File: config.mk
export PLATFORM = sky130hd
export DESIGN_NAME = cha_ctrl
export DESIGN_NICKNAME = d
export VERILOG_FILES = /design/src/design/cha_pkg.sv /design/src/design/cha_ctrl.sv
export SDC_FILE = /design/constraint.sdc
export NUM_CORES = 1
export LEC_CHECK = 0
export BUFFER_PORTS_ARGS = -buffer_cell sky130_fd_sc_hd__clkbuf_2
export CAP_MARGIN = 20
export CORE_MARGIN = 5
export CORE_UTILIZATION = 41
export CTS_CLUSTER_DIAMETER = 60
export DETAILED_ROUTE_END_ITERATION = 8
export PLACE_DENSITY = 0.75
export REMOVE_ABC_BUFFERS = 1
export SYNTH_ARGS = -nofsm -noshare
export SYNTH_HDL_FRONTEND = slang
export SYNTH_SLANG_ARGS = --single-unit
File: constraint.sdc
create_clock -name clk -period 1.3 [get_ports clk]
set_input_delay 0.26 -clock clk [delete_from_list [all_inputs] [get_ports clk]]
set_output_delay 0.26 -clock clk [all_outputs]
set_load 0.1 [all_outputs]
File: src/design/cha_pkg.sv
// ----------------------------------------------------------------------------
// cha_pkg: shared constants, types and helpers for the convex hull area core
// Holds the sizing constants, the controller/datapath command and status
// bundles, and the coordinate helpers used by the datapath.
// ----------------------------------------------------------------------------
package cha_pkg;

  localparam int MAX_POINTS = 1024;
  localparam int COORD_BITS = 24;
  localparam int AREA_BITS  = 50;

  localparam int ADDR_BITS = $clog2(MAX_POINTS);
  localparam int CNT_BITS  = $clog2(MAX_POINTS + 1);
  localparam int W_BITS    = CNT_BITS + 1;
  localparam int EXT_BITS  = CNT_BITS + 2;
  localparam int PT_BITS   = 2 * COORD_BITS;
  localparam int REL_BITS  = COORD_BITS + 1;
  localparam int OPD_BITS  = COORD_BITS + 2;
  localparam int PROD_BITS = 2 * OPD_BITS;
  localparam int DIFF_BITS = PROD_BITS + 1;
  localparam int L1_BITS   = REL_BITS + 1;

  // operand selection for the shared cross product unit
  localparam logic [1:0] MODE_SORT = 2'd0;
  localparam logic [1:0] MODE_TURN = 2'd1;
  localparam logic [1:0] MODE_AREA = 2'd2;

  typedef struct packed {
    logic       load;
    logic       clear_set;
    logic       sort_init;
    logic       next_pass;
    logic       next_run;
    logic       merge_rd;
    logic       merge_wr;
    logic       op_load;
    logic [1:0] mode;
    logic       scan_init;
    logic       scan_rd;
    logic       scan_latch;
    logic       skip;
    logic       stk_rd;
    logic       push;
    logic       pop;
    logic       area_init;
    logic       area_rd;
    logic       acc_add;
    logic       out_load;
  } cha_cmd_t;

  typedef struct packed {
    logic sort_done;
    logic run_done;
    logic pass_end;
    logic scan_end;
    logic v_zero;
    logic top_zero;
    logic turn_left;
    logic area_end;
    logic out_free;
  } cha_stat_t;

  function automatic logic signed [REL_BITS-1:0] rel_coord(
    input logic [COORD_BITS-1:0] c,
    input logic [COORD_BITS-1:0] a
  );
    rel_coord = $signed({c[COORD_BITS-1], c}) - $signed({a[COORD_BITS-1], a});
  endfunction

  function automatic logic signed [OPD_BITS-1:0] widen(
    input logic signed [REL_BITS-1:0] v
  );
    widen = $signed({v[REL_BITS-1], v});
  endfunction

  function automatic logic [L1_BITS-1:0] l1_norm(
    input logic signed [REL_BITS-1:0] vx,
    input logic signed [REL_BITS-1:0] vy
  );
    logic [REL_BITS-1:0] ax;
    logic [REL_BITS-1:0] ay;
    ax = vx[REL_BITS-1] ? $unsigned(-vx) : $unsigned(vx);
    ay = vy[REL_BITS-1] ? $unsigned(-vy) : $unsigned(vy);
    l1_norm = {1'b0, ax} + {1'b0, ay};
  endfunction

endpackage

File: src/design/cha_ctrl.sv
// ----------------------------------------------------------------------------
// cha_ctrl: sequencer for load, merge sort, Graham scan and area sum
// Steps through the phases and issues one command bundle per cycle.
// ----------------------------------------------------------------------------
module cha_ctrl import cha_pkg::*; (
  input  logic      clk,
  input  logic      rst,
  input  logic      in_valid,
  input  logic      last_point,
  input  cha_stat_t stat,
  output logic      in_stall,
  output cha_cmd_t  cmd
);

  localparam logic [4:0] ST_IDLE   = 5'd0;
  localparam logic [4:0] ST_SORT   = 5'd1;
  localparam logic [4:0] ST_P_CHK  = 5'd2;
  localparam logic [4:0] ST_M_RD   = 5'd3;
  localparam logic [4:0] ST_M_OP   = 5'd4;
  localparam logic [4:0] ST_M_MUL  = 5'd5;
  localparam logic [4:0] ST_M_DIF  = 5'd6;
  localparam logic [4:0] ST_M_WR   = 5'd7;
  localparam logic [4:0] ST_M_CHK  = 5'd8;
  localparam logic [4:0] ST_M_RUN  = 5'd9;
  localparam logic [4:0] ST_C_INIT = 5'd10;
  localparam logic [4:0] ST_C_RD   = 5'd11;
  localparam logic [4:0] ST_C_LAT  = 5'd12;
  localparam logic [4:0] ST_C_CHK  = 5'd13;
  localparam logic [4:0] ST_K_RD   = 5'd14;
  localparam logic [4:0] ST_K_OP   = 5'd15;
  localparam logic [4:0] ST_K_MUL  = 5'd16;
  localparam logic [4:0] ST_K_DIF  = 5'd17;
  localparam logic [4:0] ST_K_DEC  = 5'd18;
  localparam logic [4:0] ST_A_INIT = 5'd19;
  localparam logic [4:0] ST_A_RD   = 5'd20;
  localparam logic [4:0] ST_A_OP   = 5'd21;
  localparam logic [4:0] ST_A_MUL  = 5'd22;
  localparam logic [4:0] ST_A_DIF  = 5'd23;
  localparam logic [4:0] ST_A_ACC  = 5'd24;
  localparam logic [4:0] ST_DONE   = 5'd25;

  logic [4:0] state;
  logic [4:0] state_next;
  logic       accept;

  assign in_stall = (state != ST_IDLE);
  assign accept   = in_valid && (state == ST_IDLE);

  always_comb begin
    cmd        = '0;
    state_next = state;
    case (state)
      ST_IDLE: begin
        cmd.load = accept;
        if (accept && last_point) begin
          state_next = ST_SORT;
        end
      end
      ST_SORT: begin
        cmd.sort_init = 1'b1;
        state_next    = ST_P_CHK;
      end
      ST_P_CHK: begin
        state_next = stat.sort_done ? ST_C_INIT : ST_M_RD;
      end
      ST_M_RD: begin
        cmd.merge_rd = 1'b1;
        state_next   = ST_M_OP;
      end
      ST_M_OP: begin
        cmd.op_load = 1'b1;
        cmd.mode    = MODE_SORT;
        state_next  = ST_M_MUL;
      end
      ST_M_MUL: state_next = ST_M_DIF;
      ST_M_DIF: state_next = ST_M_WR;
      ST_M_WR: begin
        cmd.merge_wr = 1'b1;
        state_next   = ST_M_CHK;
      end
      ST_M_CHK: begin
        if (stat.run_done) begin
          cmd.next_run = 1'b1;
          state_next   = ST_M_RUN;
        end else begin
          state_next = ST_M_RD;
        end
      end
      ST_M_RUN: begin
        if (stat.pass_end) begin
          cmd.next_pass = 1'b1;
          state_next    = ST_P_CHK;
        end else begin
          state_next = ST_M_RD;
        end
      end
      ST_C_INIT: begin
        cmd.scan_init = 1'b1;
        state_next    = ST_C_RD;
      end
      ST_C_RD: begin
        if (stat.scan_end) begin
          state_next = ST_A_INIT;
        end else begin
          cmd.scan_rd = 1'b1;
          state_next  = ST_C_LAT;
        end
      end
      ST_C_LAT: begin
        cmd.scan_latch = 1'b1;
        state_next     = ST_C_CHK;
      end
      ST_C_CHK: begin
        if (stat.v_zero) begin
          cmd.skip   = 1'b1;
          state_next = ST_C_RD;
        end else begin
          state_next = ST_K_RD;
        end
      end
      ST_K_RD: begin
        if (stat.top_zero) begin
          cmd.push   = 1'b1;
          state_next = ST_C_RD;
        end else begin
          cmd.stk_rd = 1'b1;
          state_next = ST_K_OP;
        end
      end
      ST_K_OP: begin
        cmd.op_load = 1'b1;
        cmd.mode    = MODE_TURN;
        state_next  = ST_K_MUL;
      end
      ST_K_MUL: state_next = ST_K_DIF;
      ST_K_DIF: state_next = ST_K_DEC;
      ST_K_DEC: begin
        if (stat.turn_left) begin
          cmd.push   = 1'b1;
          state_next = ST_C_RD;
        end else begin
          cmd.pop    = 1'b1;
          state_next = ST_K_RD;
        end
      end
      ST_A_INIT: begin
        cmd.area_init = 1'b1;
        state_next    = ST_A_RD;
      end
      ST_A_RD: begin
        if (stat.area_end) begin
          state_next = ST_DONE;
        end else begin
          cmd.area_rd = 1'b1;
          state_next  = ST_A_OP;
        end
      end
      ST_A_OP: begin
        cmd.op_load = 1'b1;
        cmd.mode    = MODE_AREA;
        state_next  = ST_A_MUL;
      end
      ST_A_MUL: state_next = ST_A_DIF;
      ST_A_DIF: state_next = ST_A_ACC;
      ST_A_ACC: begin
        cmd.acc_add = 1'b1;
        state_next  = ST_A_RD;
      end
      ST_DONE: begin
        if (stat.out_free) begin
          cmd.out_load  = 1'b1;
          cmd.clear_set = 1'b1;
          state_next    = ST_IDLE;
        end
      end
      default: begin
        state_next = ST_IDLE;
      end
    endcase
  end

  always_ff @(posedge clk) begin
    if (rst) begin
      state <= ST_IDLE;
    end else begin
      state <= state_next;
    end
  end

endmodule

==> impl_metrics.toml, run 1 <==
[clock_network]
h-tree-depth = 1
ctsHoldBuffers = 0
postCtsSetupBuffers = 26
post_cts_resize_count = 79
clockBufferDepth = 2
numCtsBuffers = 3
cts_root_buf = "clkbuf_4"
cts.sinks = 5

[die]
ios = 35
row_count = 15
die_x_um = 52.54
fp.dieH_um = 52.54
start_util_pct = 42.97

[synth]
syn_area_um2 = 742.0
synth_area_per_cell_um2 = 6.625
ys_warn_count = 0
yosys.area.top_type_share_pct = 13.49
async_flop_share_pct = 0
synth_edf_count = 0
ys_seq_elements = 5
ys_types = 37
synth_area_leader_cell = "dfxtp_1"
synth.area.top_cells = "dfxtp_1 13%, nor2_1 7.1%, a21oi_1 5.4%"
syn_inst = 112
ys_seq_area_share_pct = 13.49
synthFlopType = "dfxtp_1"

[place]
io_buffer_count = 34
gp_congestion = 0.9992
hpwlAfterDp_um = 2686

[run_status]
outcome = "stopped before the end"
haltStage = "4_1_cts"
toolErrorMsg = "[ERROR DPL-0038] Utilization greater than 100%, impossible to legalize"
[cells by family after synthesis]
kind of cell	synth area share (%)
buf+inv	12.31
compound gates	27.66
simple gates	46.54
flops	13.49
[cells in the mapped netlist (2+ instances only)]
cell type	instances
nor2_1	14
a21oi_1	8
nor3_1	8
buf_2	7
nand2_1	7
nand2b_1	6
and2_1	5
and3_1	5
dfxtp_1	5
a31oi_1	4
inv_1	4
nand3_1	3
nand3b_1	3
o22ai_1	3
buf_4	2
buf_6	2
nor2b_1	2
nor3_2	2
o21ai_0	2
o21bai_1	2
o31ai_1	2
[per-stage QoR]
step                      area (um^2)  worst slack [ns]  cells  hold WS, ns  util (%)
after global placement           1438           -0.2074    191       0.5100     83.26
after floorplan                 665.6            -3.900    100       0.3291         -
after detailed placement         1438           -0.3053    191       0.5126     83.26
==> run 2: changes to the inputs <==
--- a/config.mk
+++ b/config.mk
@@ -7,11 +7,10 @@
 export LEC_CHECK = 0
 export BUFFER_PORTS_ARGS = -buffer_cell sky130_fd_sc_hd__clkbuf_2
 export CAP_MARGIN = 20
-export CORE_MARGIN = 5
-export CORE_UTILIZATION = 41
-export CTS_CLUSTER_DIAMETER = 60
+export CORE_AREA = 5 5 66 68
 export DETAILED_ROUTE_END_ITERATION = 8
-export PLACE_DENSITY = 0.75
+export DIE_AREA = 0 0 71 73
+export PLACE_DENSITY_LB_ADDON = 0.15
 export REMOVE_ABC_BUFFERS = 1
 export SYNTH_ARGS = -nofsm -noshare
 export SYNTH_HDL_FRONTEND = slang
==> constraint.sdc (replaced) <==
create_clock -name clk -period 1.7 [get_ports clk]
set_input_delay 0.34 -clock clk [delete_from_list [all_inputs] [get_ports clk]]
set_output_delay 0.34 -clock clk [all_outputs]
set_load 0.1 [all_outputs]
==> run 2 against run 1 <==
  * The flow now finishes, with violations (setup timing)
  * Synthesized cell count unchanged
  * Synthesized area unchanged
==> impl_metrics.toml, run 2 <==
[run_status]
outcome = "finished, violations left"
violations = "setup timing"

[worst_setup_path]
worstSetupStartpoint = "state[4]"
start_kind = "register"
critical_path_class = "register to primary output"
required_ns = 1.36
timing.reg2reg.worst_path_depth = 7
cp_max_fo = 3
timing.rr.end = "state[0]"
end_kind = "primary output"
reg2reg_from = "state[3]"
regToRegSetupSlack_ns = 0.08
cp.arrival_ns = 1.44
setup.worst_path.end = "cmd[5]"

[synth]
synth.area.top_cells = "dfxtp_1 13%, nor2_1 7.1%, a21oi_1 5.4%"
yosys.area.top_type_share_pct = 13.49
syn_area_um2 = 742.0
synth_area_per_cell_um2 = 6.625
synthFlopType = "dfxtp_1"
async_flop_share_pct = 0
yosysMostFrequentCell = "nor2_1"
synth_edf_count = 0
syn_inst = 112
ys_types = 37
ys_warn_count = 0
ys_seq_area_share_pct = 13.49
yosys-top-cells-count = "14 x nor2_1, 8 x a21oi_1, 8 x nor3_1, 7 x buf_2, 7 x nand2_1"
ys_seq_elements = 5
synth_area_leader_cell = "dfxtp_1"

[power]
power.leakage_nw = 0.7819
p_seq_share_pct = 10.4
p_sw_share_pct = 49.89
p_comb_share_pct = 80.7
irDropWorstVdd_v = 0.0005056
pwr-share-clk_pct = 8.9
total_power_w = 0.002453
cellPowerDensity_nw_per_um2 = 1284
intPower_w = 0.001229
p_switching_w = 0.001224

[place]
place_ws_ns = 0.01402
dpl-instance-area_um2 = 1471
gp_congestion = 0.8728
hpwlAfterDp_um = 2616
io_buffer_count = 34

[detailed_routing]
post_drt_wl_per_cell_um = 15.85
drc_errors = 0
num_vias = 1146
first_pass_iters = 4
drtAntennaViolNets = 0
routed_via_density = 4.918
routed_wl_um = 3693
drtIter0Drc = 62

[hold_path]
hold_class = "primary input to register"

[cells_and_area]
final_common_cell = "buf_4"
areaGrowthSynthToFinish_pct = 157.5
final_cell_mix = "32 x buf_4, 27 x buf_12, 12 x clkbuf_2"
fin_util_pct = 50.30
largest_reg_flops = 5
nets = 197
finish.instance_area_um2 = 1911
fillCellCount = 361
drive_above_1_share_pct = 67.21
n_antenna_cell = 0
top_regs = "state: 5 flops"
regMostFlops = "state"

[sta]
worstMarginPinSlew_ns = 0.3654
drv_slew = 0
rsz0062_at_grt = "yes"
fin_ws_ns = -0.07553
max_freq_mhz = 563.2
min_period_ns = 1.776
finalSetupViolCount = 6
post-route-period-util_pct = 104.4
whs_ns = 0.3939
timing_hold_violations_final = 0
relSlewSlack_pct = 75.58
skew_ns = 0.0001571

[clock_network]
h-tree-depth = 1
cts_tree = "built"
cts.sinks = 5
cts.clk_slew.worst_paths_ns = 0.04
clockBufferDepth = 2
ctsHoldBuffers = 0
cts_root_buf = "clkbuf_8"
numCtsBuffers = 3
clk_latency_ns = 0.22

[global_routing]
grt_pass1_wl_um = 5775
grt.overflow.total = 0
antenna_found_initial = 0
grt_max_degree = 15
top_usage_layer = "met2"
grt_pass1_vias = 1170
grt_usage_pct = 13.84
grt_util_met2_pct = 24.61
use_met3_pct = 2.479
use_met1_pct = 16.54

[run]
drv_cap = 0

[die]
start_util_pct = 19.53
coreArea_um2 = 3799
row_count = 23
ios = 35
die_x_um = 71
fp.dieH_um = 73
fp.dieArea_um2 = 5183
[run 2: cell counts after synthesis]
No cell type changed its count.
[run 2: layout make-up]
type / count / area, um^2 / area share [%]
timing repair buffer: 79 / 944.7 / 49.44
multi-input combinational: 91 / 724.4 / 37.92
sequential: 5 / 118.9 / 6.221
tap: 50 / 62.56 / 3.274
clock buffer: 4 / 45.04 / 2.358
inverter: 4 / 15.01 / 0.7859
[run 2: stage by stage]
step | cells | TNS [ns]
after detailed placement | 213 | 0
after floorplan | 100 | -24.47
after CTS | 224 | -0.4104
after global routing | 233 | -1.155
after global placement | 213 | 0
final | 233 | -0.3415
[run 2: worst min-delay path by stage]
stage / from / endpoint / slack [ns] / cells after the start
6_report: rst / state[0] / 0.39 / 2
5_1_grt: rst / state[1] / 0.40 / 2
4_1_cts: rst / state[0] / 0.38 / 2
3_5_place_dp: rst / state[1] / 0.61 / 2
3_3_place_gp: rst / state[1] / 0.62 / 2
2_1_floorplan: rst / state[4] / 0.41 / 1
[run 2: power by group through the flow]
stage                     registers (W)  logic, W  clock network (W)
after floorplan                0.000251  0.000820                  0
after global placement         0.000224   0.00155                  0
after detailed placement       0.000231   0.00153                  0
after CTS                      0.000240   0.00175           0.000224
after global routing           0.000257   0.00208           0.000230
final                          0.000256   0.00198           0.000218
[run 2: kinds of logic (layout without fill, tap and decap cells)]
logic type	count (synthesis)	after routing	synth area share, %
buf+inv	16	87	12.31
flops	5	5	13.49
simple gates	61	61	46.54
compound gates	30	30	27.66
[run 2: what timing repair did]
item / in CTS / in global routing
pin swaps: 3 / 10
buffers inserted: 7 / 8
resized for setup: 30 / 30
endpoints found under the setup margin: 22 / 21
gates cloned: 0 / 1
[run 2: critical path: stages, from the launching register on]
cell     delay, ns
dfxtp_4       0.36
or3b_4        0.43
nor2_4        0.10
a32o_2        0.15
buf_12        0.17
[run 2: layer usage]
layer  share of wire, %  vias to the layer above
met5                  0                        -
met2                 50                       49
li1                   -                      551
met4                3.3                        0
met1                 41                      534
met3                5.8                       12
Note: power is estimated with default switching activity, not from simulation.
==> run 3: changes to the inputs <==
--- a/config.mk
+++ b/config.mk
@@ -10,7 +10,7 @@
 export CORE_AREA = 5 5 66 68
 export DETAILED_ROUTE_END_ITERATION = 8
 export DIE_AREA = 0 0 71 73
-export PLACE_DENSITY_LB_ADDON = 0.15
+export PLACE_DENSITY = 0.45
 export REMOVE_ABC_BUFFERS = 1
 export SYNTH_ARGS = -nofsm -noshare
 export SYNTH_HDL_FRONTEND = slang
==> run 3 against run 2 <==
  * Via count shrank 2.8%
  * Worst hold slack lost 0.025 ns
  * The flow still finishes with violations (setup timing)
  * Clock skew grew 0.0035 ns
  * Critical path depth is the same
==> impl_metrics.toml, run 3 (synthesis gave the netlist of run 2 again) <==
[cells_and_area]
final_common_cell = "buf_4"
finish.instance_area_um2 = 1690
nets = 190
top_regs = "state: 5 flops"
n_antenna_cell = 0
final_cell_mix = "30 x buf_4, 22 x buf_12, 13 x nor2_1"
largest_reg_flops = 5
regArea_um2 = 113.9
multi_input_area_um2 = 638.1
fillCellCount = 390
regMostFlops = "state"
areaGrowthSynthToFinish_pct = 127.8
drive_above_1_share_pct = 60.23

[hold_path]
hold_class = "primary input to register"

[detailed_routing]
drtIter0Drc = 83
num_vias = 1114
routed_via_density = 4.929
post_drt_wl_per_cell_um = 15.54
drc_errors = 0
first_pass_iters = 4
drtAntennaViolNets = 0
routed_wl_um = 3513

[sta]
skew_ns = 0.003702
fin_ws_ns = -0.1034
min_period_ns = 1.803
timing_hold_violations_final = 0
whs_ns = 0.3691
relSlewSlack_pct = 77.99
tns_ns = -0.5841
drv_slew = 0
worstMarginPinSlew_ns = 0.3293
post-route-period-util_pct = 106.1
max_freq_mhz = 554.5
finalSetupViolCount = 11
rsz0062_at_grt = "yes"

[die]
fp.dieH_um = 73
row_count = 23
die_x_um = 71
ios = 35
start_util_pct = 19.53
coreArea_um2 = 3799
fp.dieArea_um2 = 5183

[clock_network]
cts_root_buf = "clkbuf_8"
cts_tree = "built"
cts.clk_slew.worst_paths_ns = 0.04
numCtsBuffers = 3
cts.sinks = 5
clk_latency_ns = 0.22
ctsHoldBuffers = 0
clockBufferDepth = 2
h-tree-depth = 1

[place]
io_buffer_count = 34
dpl-instance-area_um2 = 1424
hpwlAfterDp_um = 2470
gp_congestion = 0.9869

[power]
cellPowerDensity_nw_per_um2 = 1291
power.leakage_nw = 0.7174
irDropWorstVdd_v = 0.001268
total_power_w = 0.002183

[worst_setup_path]
start_kind = "register"
required_ns = 1.36
max_stage_delay_ns = 0.44
critPathBufInv = 1
critical_path.cell_chain = "or3b_4 > nor2_4 > a32o_2 > buf_12"
cp_max_fo = 5
critical_path_class = "register to primary output"
cp.arrival_ns = 1.46
end_kind = "primary output"
critPathTopFamily = "simple AND/OR/NAND/NOR gates"
crit_path_top_delay_cell = "or3b_4"

[global_routing]
antenna_found_initial = 0
grt_usage_pct = 13.57
grt_max_degree = 14
grt_pass1_vias = 1105
grt.overflow.total = 0
grt_pass1_wl_um = 5554

[run_status]
violations = "setup timing"
outcome = "finished, violations left"

[run]
drv_cap = 0
[run 3: power by group]
group          internal (W)  leakage (nW)  switching [W]
logic              0.000731         0.651       0.000970
registers          0.000168        0.0439      0.0000941
clock network      0.000161        0.0228      0.0000588
total               0.00106         0.717        0.00112
[run 3: final timing paths]
path                  from        to  slack (ns)  depth (start not counted)
setup / recovery  state[2]    cmd[5]       -0.10                          4
hold / removal         rst  state[2]        0.37                          2
setup reg to reg  state[4]  state[0]        0.12                          7
hold reg to reg   state[2]  state[3]        0.68                          3
[run 3: through the flow]
step                      setup slack [ns]  instances  utilization [%]
after global placement             0.02265        210            37.48
after CTS                          -0.1023        222            42.69
after detailed placement          -0.02216        210            37.48
after floorplan                     -3.580        100                -
final                              -0.1034        226            44.50
after global routing               -0.1401        226            44.50
[run 3: repair_timing]
item,CTS,global route
setup endpoints to repair,22,21
hold endpoints to repair,0,0
gates resized for setup,29,11
buffers inserted,8,4
pin swaps,7,5
[run 3: final cells by class]
cell class / count / share of cell area, %
clock buffers: 4 / 2.665
repair buffers: 72 / 48.26
flip-flops and latches: 5 / 6.736
well taps: 50 / 3.701
multi-input cells: 91 / 37.75
inverters: 4 / 0.8882
[run 3: worst register-to-register path, stage by stage (launching register included)]
cell and delay, ns:
dfxtp_2 0.35, buf_6 0.14, nand3b_1 0.15, buf_4 0.18, buf_4 0.12, nor3_2 0.18, a2111oi_1 0.09, a311oi_1 0.28
[run 3: layer usage]
metal	vias up	track usage, %	wire, um
met2	49	23.38	1755
li1	535	-	-
met3	2	3.444	255
met1	528	16.75	1483
met4	0	3.758	18
met5	-	0	0
==> run 4: changes to the inputs <==
--- a/config.mk
+++ b/config.mk
@@ -7,10 +7,12 @@
 export LEC_CHECK = 0
 export BUFFER_PORTS_ARGS = -buffer_cell sky130_fd_sc_hd__clkbuf_2
 export CAP_MARGIN = 20
+export CELL_PAD_IN_SITES_DETAIL_PLACEMENT = 1
+export CELL_PAD_IN_SITES_GLOBAL_PLACEMENT = 1
 export CORE_AREA = 5 5 66 68
 export DETAILED_ROUTE_END_ITERATION = 8
 export DIE_AREA = 0 0 71 73
-export PLACE_DENSITY = 0.45
+export PLACE_DENSITY = 0.6
 export REMOVE_ABC_BUFFERS = 1
 export SYNTH_ARGS = -nofsm -noshare
 export SYNTH_HDL_FRONTEND = slang
==> run 4 against run 3 <==
  * The flow still finishes with violations (setup timing)
  * Highest routed layer unchanged
  * Total power rose by 9.9%
  * Final area rose by 10%
  * Worst setup slack improved by 0.00083 ns
  * Sequential share of layout area fell by 0.36 points
  * First-iteration DRC count fell by 60%
  * Wire length rose by 14%
  * Final cell count rose by 1.8%
  * Core utilization rose by 4.6 points
  * Via count rose by 1.1%
  * Critical path depth did not move
  * Critical path type unchanged
==> impl_metrics.toml, run 4 (synthesis gave the netlist of run 2 again) <==
[worst_setup_path]
cp.arrival_ns = 1.46
timing.rr.end = "state[0]"
start_kind = "register"
regToRegSetupSlack_ns = 0.06
reg2reg_from = "state[3]"
required_ns = 1.36
timing.reg2reg.worst_path_depth = 8
cp_max_fo = 7
critical_path_class = "register to primary output"
end_kind = "primary output"

[sta]
worstMarginPinSlew_ns = 0.3227
drv_slew = 0
finalSetupViolCount = 12
post-route-period-util_pct = 106.0
timing_hold_violations_final = 0
min_period_ns = 1.803
relSlewSlack_pct = 78.43
skew_ns = 0.0006822
rsz0062_at_grt = "yes"
max_freq_mhz = 554.8
fin_ws_ns = -0.1025

[detailed_routing]
drtAntennaViolNets = 0
num_vias = 1126
drc_errors = 0
routed_via_density = 4.896
post_drt_wl_per_cell_um = 17.36
routed_wl_um = 3992
first_pass_iters = 4
drtIter0Drc = 33

[cells_and_area]
largest_reg_flops = 5
final_common_cell = "buf_4"
fin_util_pct = 49.11
final_cell_mix = "31 x buf_4, 25 x buf_12, 12 x clkbuf_2"
drive_above_1_share_pct = 66.11
regMostFlops = "state"
top_regs = "state: 5 flops"
finish.instance_area_um2 = 1866
nets = 194
areaGrowthSynthToFinish_pct = 151.4
n_antenna_cell = 0

[die]
coreArea_um2 = 3799
fp.dieH_um = 73
start_util_pct = 19.53
die_x_um = 71
fp.dieArea_um2 = 5183
row_count = 23
ios = 35

[hold_path]
hold_class = "primary input to register"
holdPathEnd = "state[3]"
hold_depth = 2
hold_start = "rst"

[power]
pwr-share-clk_pct = 9.3
cellPowerDensity_nw_per_um2 = 1286
p_switching_w = 0.001221
p_comb_share_pct = 78.3
intPower_w = 0.001179
p_seq_share_pct = 12.3
p_sw_share_pct = 50.87
irDropWorstVdd_v = 0.001328
power.leakage_nw = 0.7711

[global_routing]
grt.overflow.total = 0
grt_pass1_wl_um = 5989
grt_max_degree = 13
grt_usage_pct = 14.49
antenna_found_initial = 0
grt_pass1_vias = 1195

[clock_network]
cts.sinks = 5
h-tree-depth = 1
clk_latency_ns = 0.22
ctsHoldBuffers = 0
cts_root_buf = "clkbuf_8"
clockBufferDepth = 2
numCtsBuffers = 3
cts.clk_slew.worst_paths_ns = 0.04
cts_tree = "built"

[place]
place_ws_ns = -0.05451
io_buffer_count = 34
gp_congestion = 0.8831
hpwlAfterDp_um = 2699
dpl-instance-area_um2 = 1451

[run_status]
violations = "setup timing"
outcome = "finished, violations left"

[run]
drv_cap = 0
[run 4: cell count changes in the layout (fill, tap and decap cells not counted), moves of 2 or more]
cell,delta
nor2_1,-4
buf_12,+3
nor3_1,-3
nor3_4,+3
and3_1,-2
and3_4,+2
buf_6,-2
dfxtp_2,-2
dfxtp_4,+2
nand2b_2,-2
nor2_2,+2
nor2_4,+2
[run 4: cell type report]
cell class / instances / area (um^2)
fill: 453 / 1933
timing repair buffer: 76 / 900.9
multi-input combinational: 91 / 723.2
sequential: 5 / 118.9
tap: 50 / 62.56
clock buffer: 4 / 45.04
inverter: 4 / 15.01
[run 4: through the flow]
stage / TNS, ns / hold WS, ns / cells / power, W
2_1_floorplan: -24.47 / 0.4091 / 100 / 0.001071
3_3_place_gp: -0.05617 / 0.5946 / 212 / 0.001728
3_5_place_dp: -0.1046 / 0.5974 / 212 / 0.001749
4_1_cts: -0.8251 / 0.3513 / 220 / 0.002178
5_1_grt: -1.380 / 0.3722 / 230 / 0.002517
6_report: -0.6036 / 0.3585 / 230 / 0.002400
[run 4: how the worst max path moves through the flow]
stage                     startpoint  endpoint  slack, ns  depth (start not counted)
after global placement      state[0]   cmd[14]      -0.03                          4
after detailed placement    state[1]   cmd[14]      -0.05                          4
after floorplan             state[3]    cmd[0]      -3.58                          2
final                       state[2]    cmd[5]      -0.10                          4
after global routing        state[2]    cmd[9]      -0.15                          5
after CTS                   state[4]    cmd[4]      -0.09                          3
[run 4: repair_timing]
item                                    CTS  global route
gates resized for setup                  34            23
buffers inserted                          4             9
endpoints found under the setup margin   22            22
gates cloned                              0             1
pin swaps                                 6             6
[run 4: power by group through the flow]
stage | clock network [W] | registers, W | logic, W
after floorplan | 0 | 0.000251 | 0.000820
after global placement | 0 | 0.000245 | 0.00148
after detailed placement | 0 | 0.000247 | 0.00150
after CTS | 0.000230 | 0.000273 | 0.00167
after global routing | 0.000234 | 0.000300 | 0.00198
final | 0.000224 | 0.000296 | 0.00188
[run 4: metal layers]
metal | track usage [%] | vias to the layer above | share of wire, %
met5 | 0 | - | 0
met1 | 17.19 | 543 | 43
met3 | 2.893 | 8 | 3.5
li1 | - | 543 | -
met2 | 26.57 | 32 | 52
met4 | 3.758 | 0 | 1.7
[run 4: critical path: stages (launching register included)]
cell	delay (ns)
dfxtp_4	0.36
or3b_4	0.44
nor2_4	0.10
a32o_2	0.16
buf_12	0.18
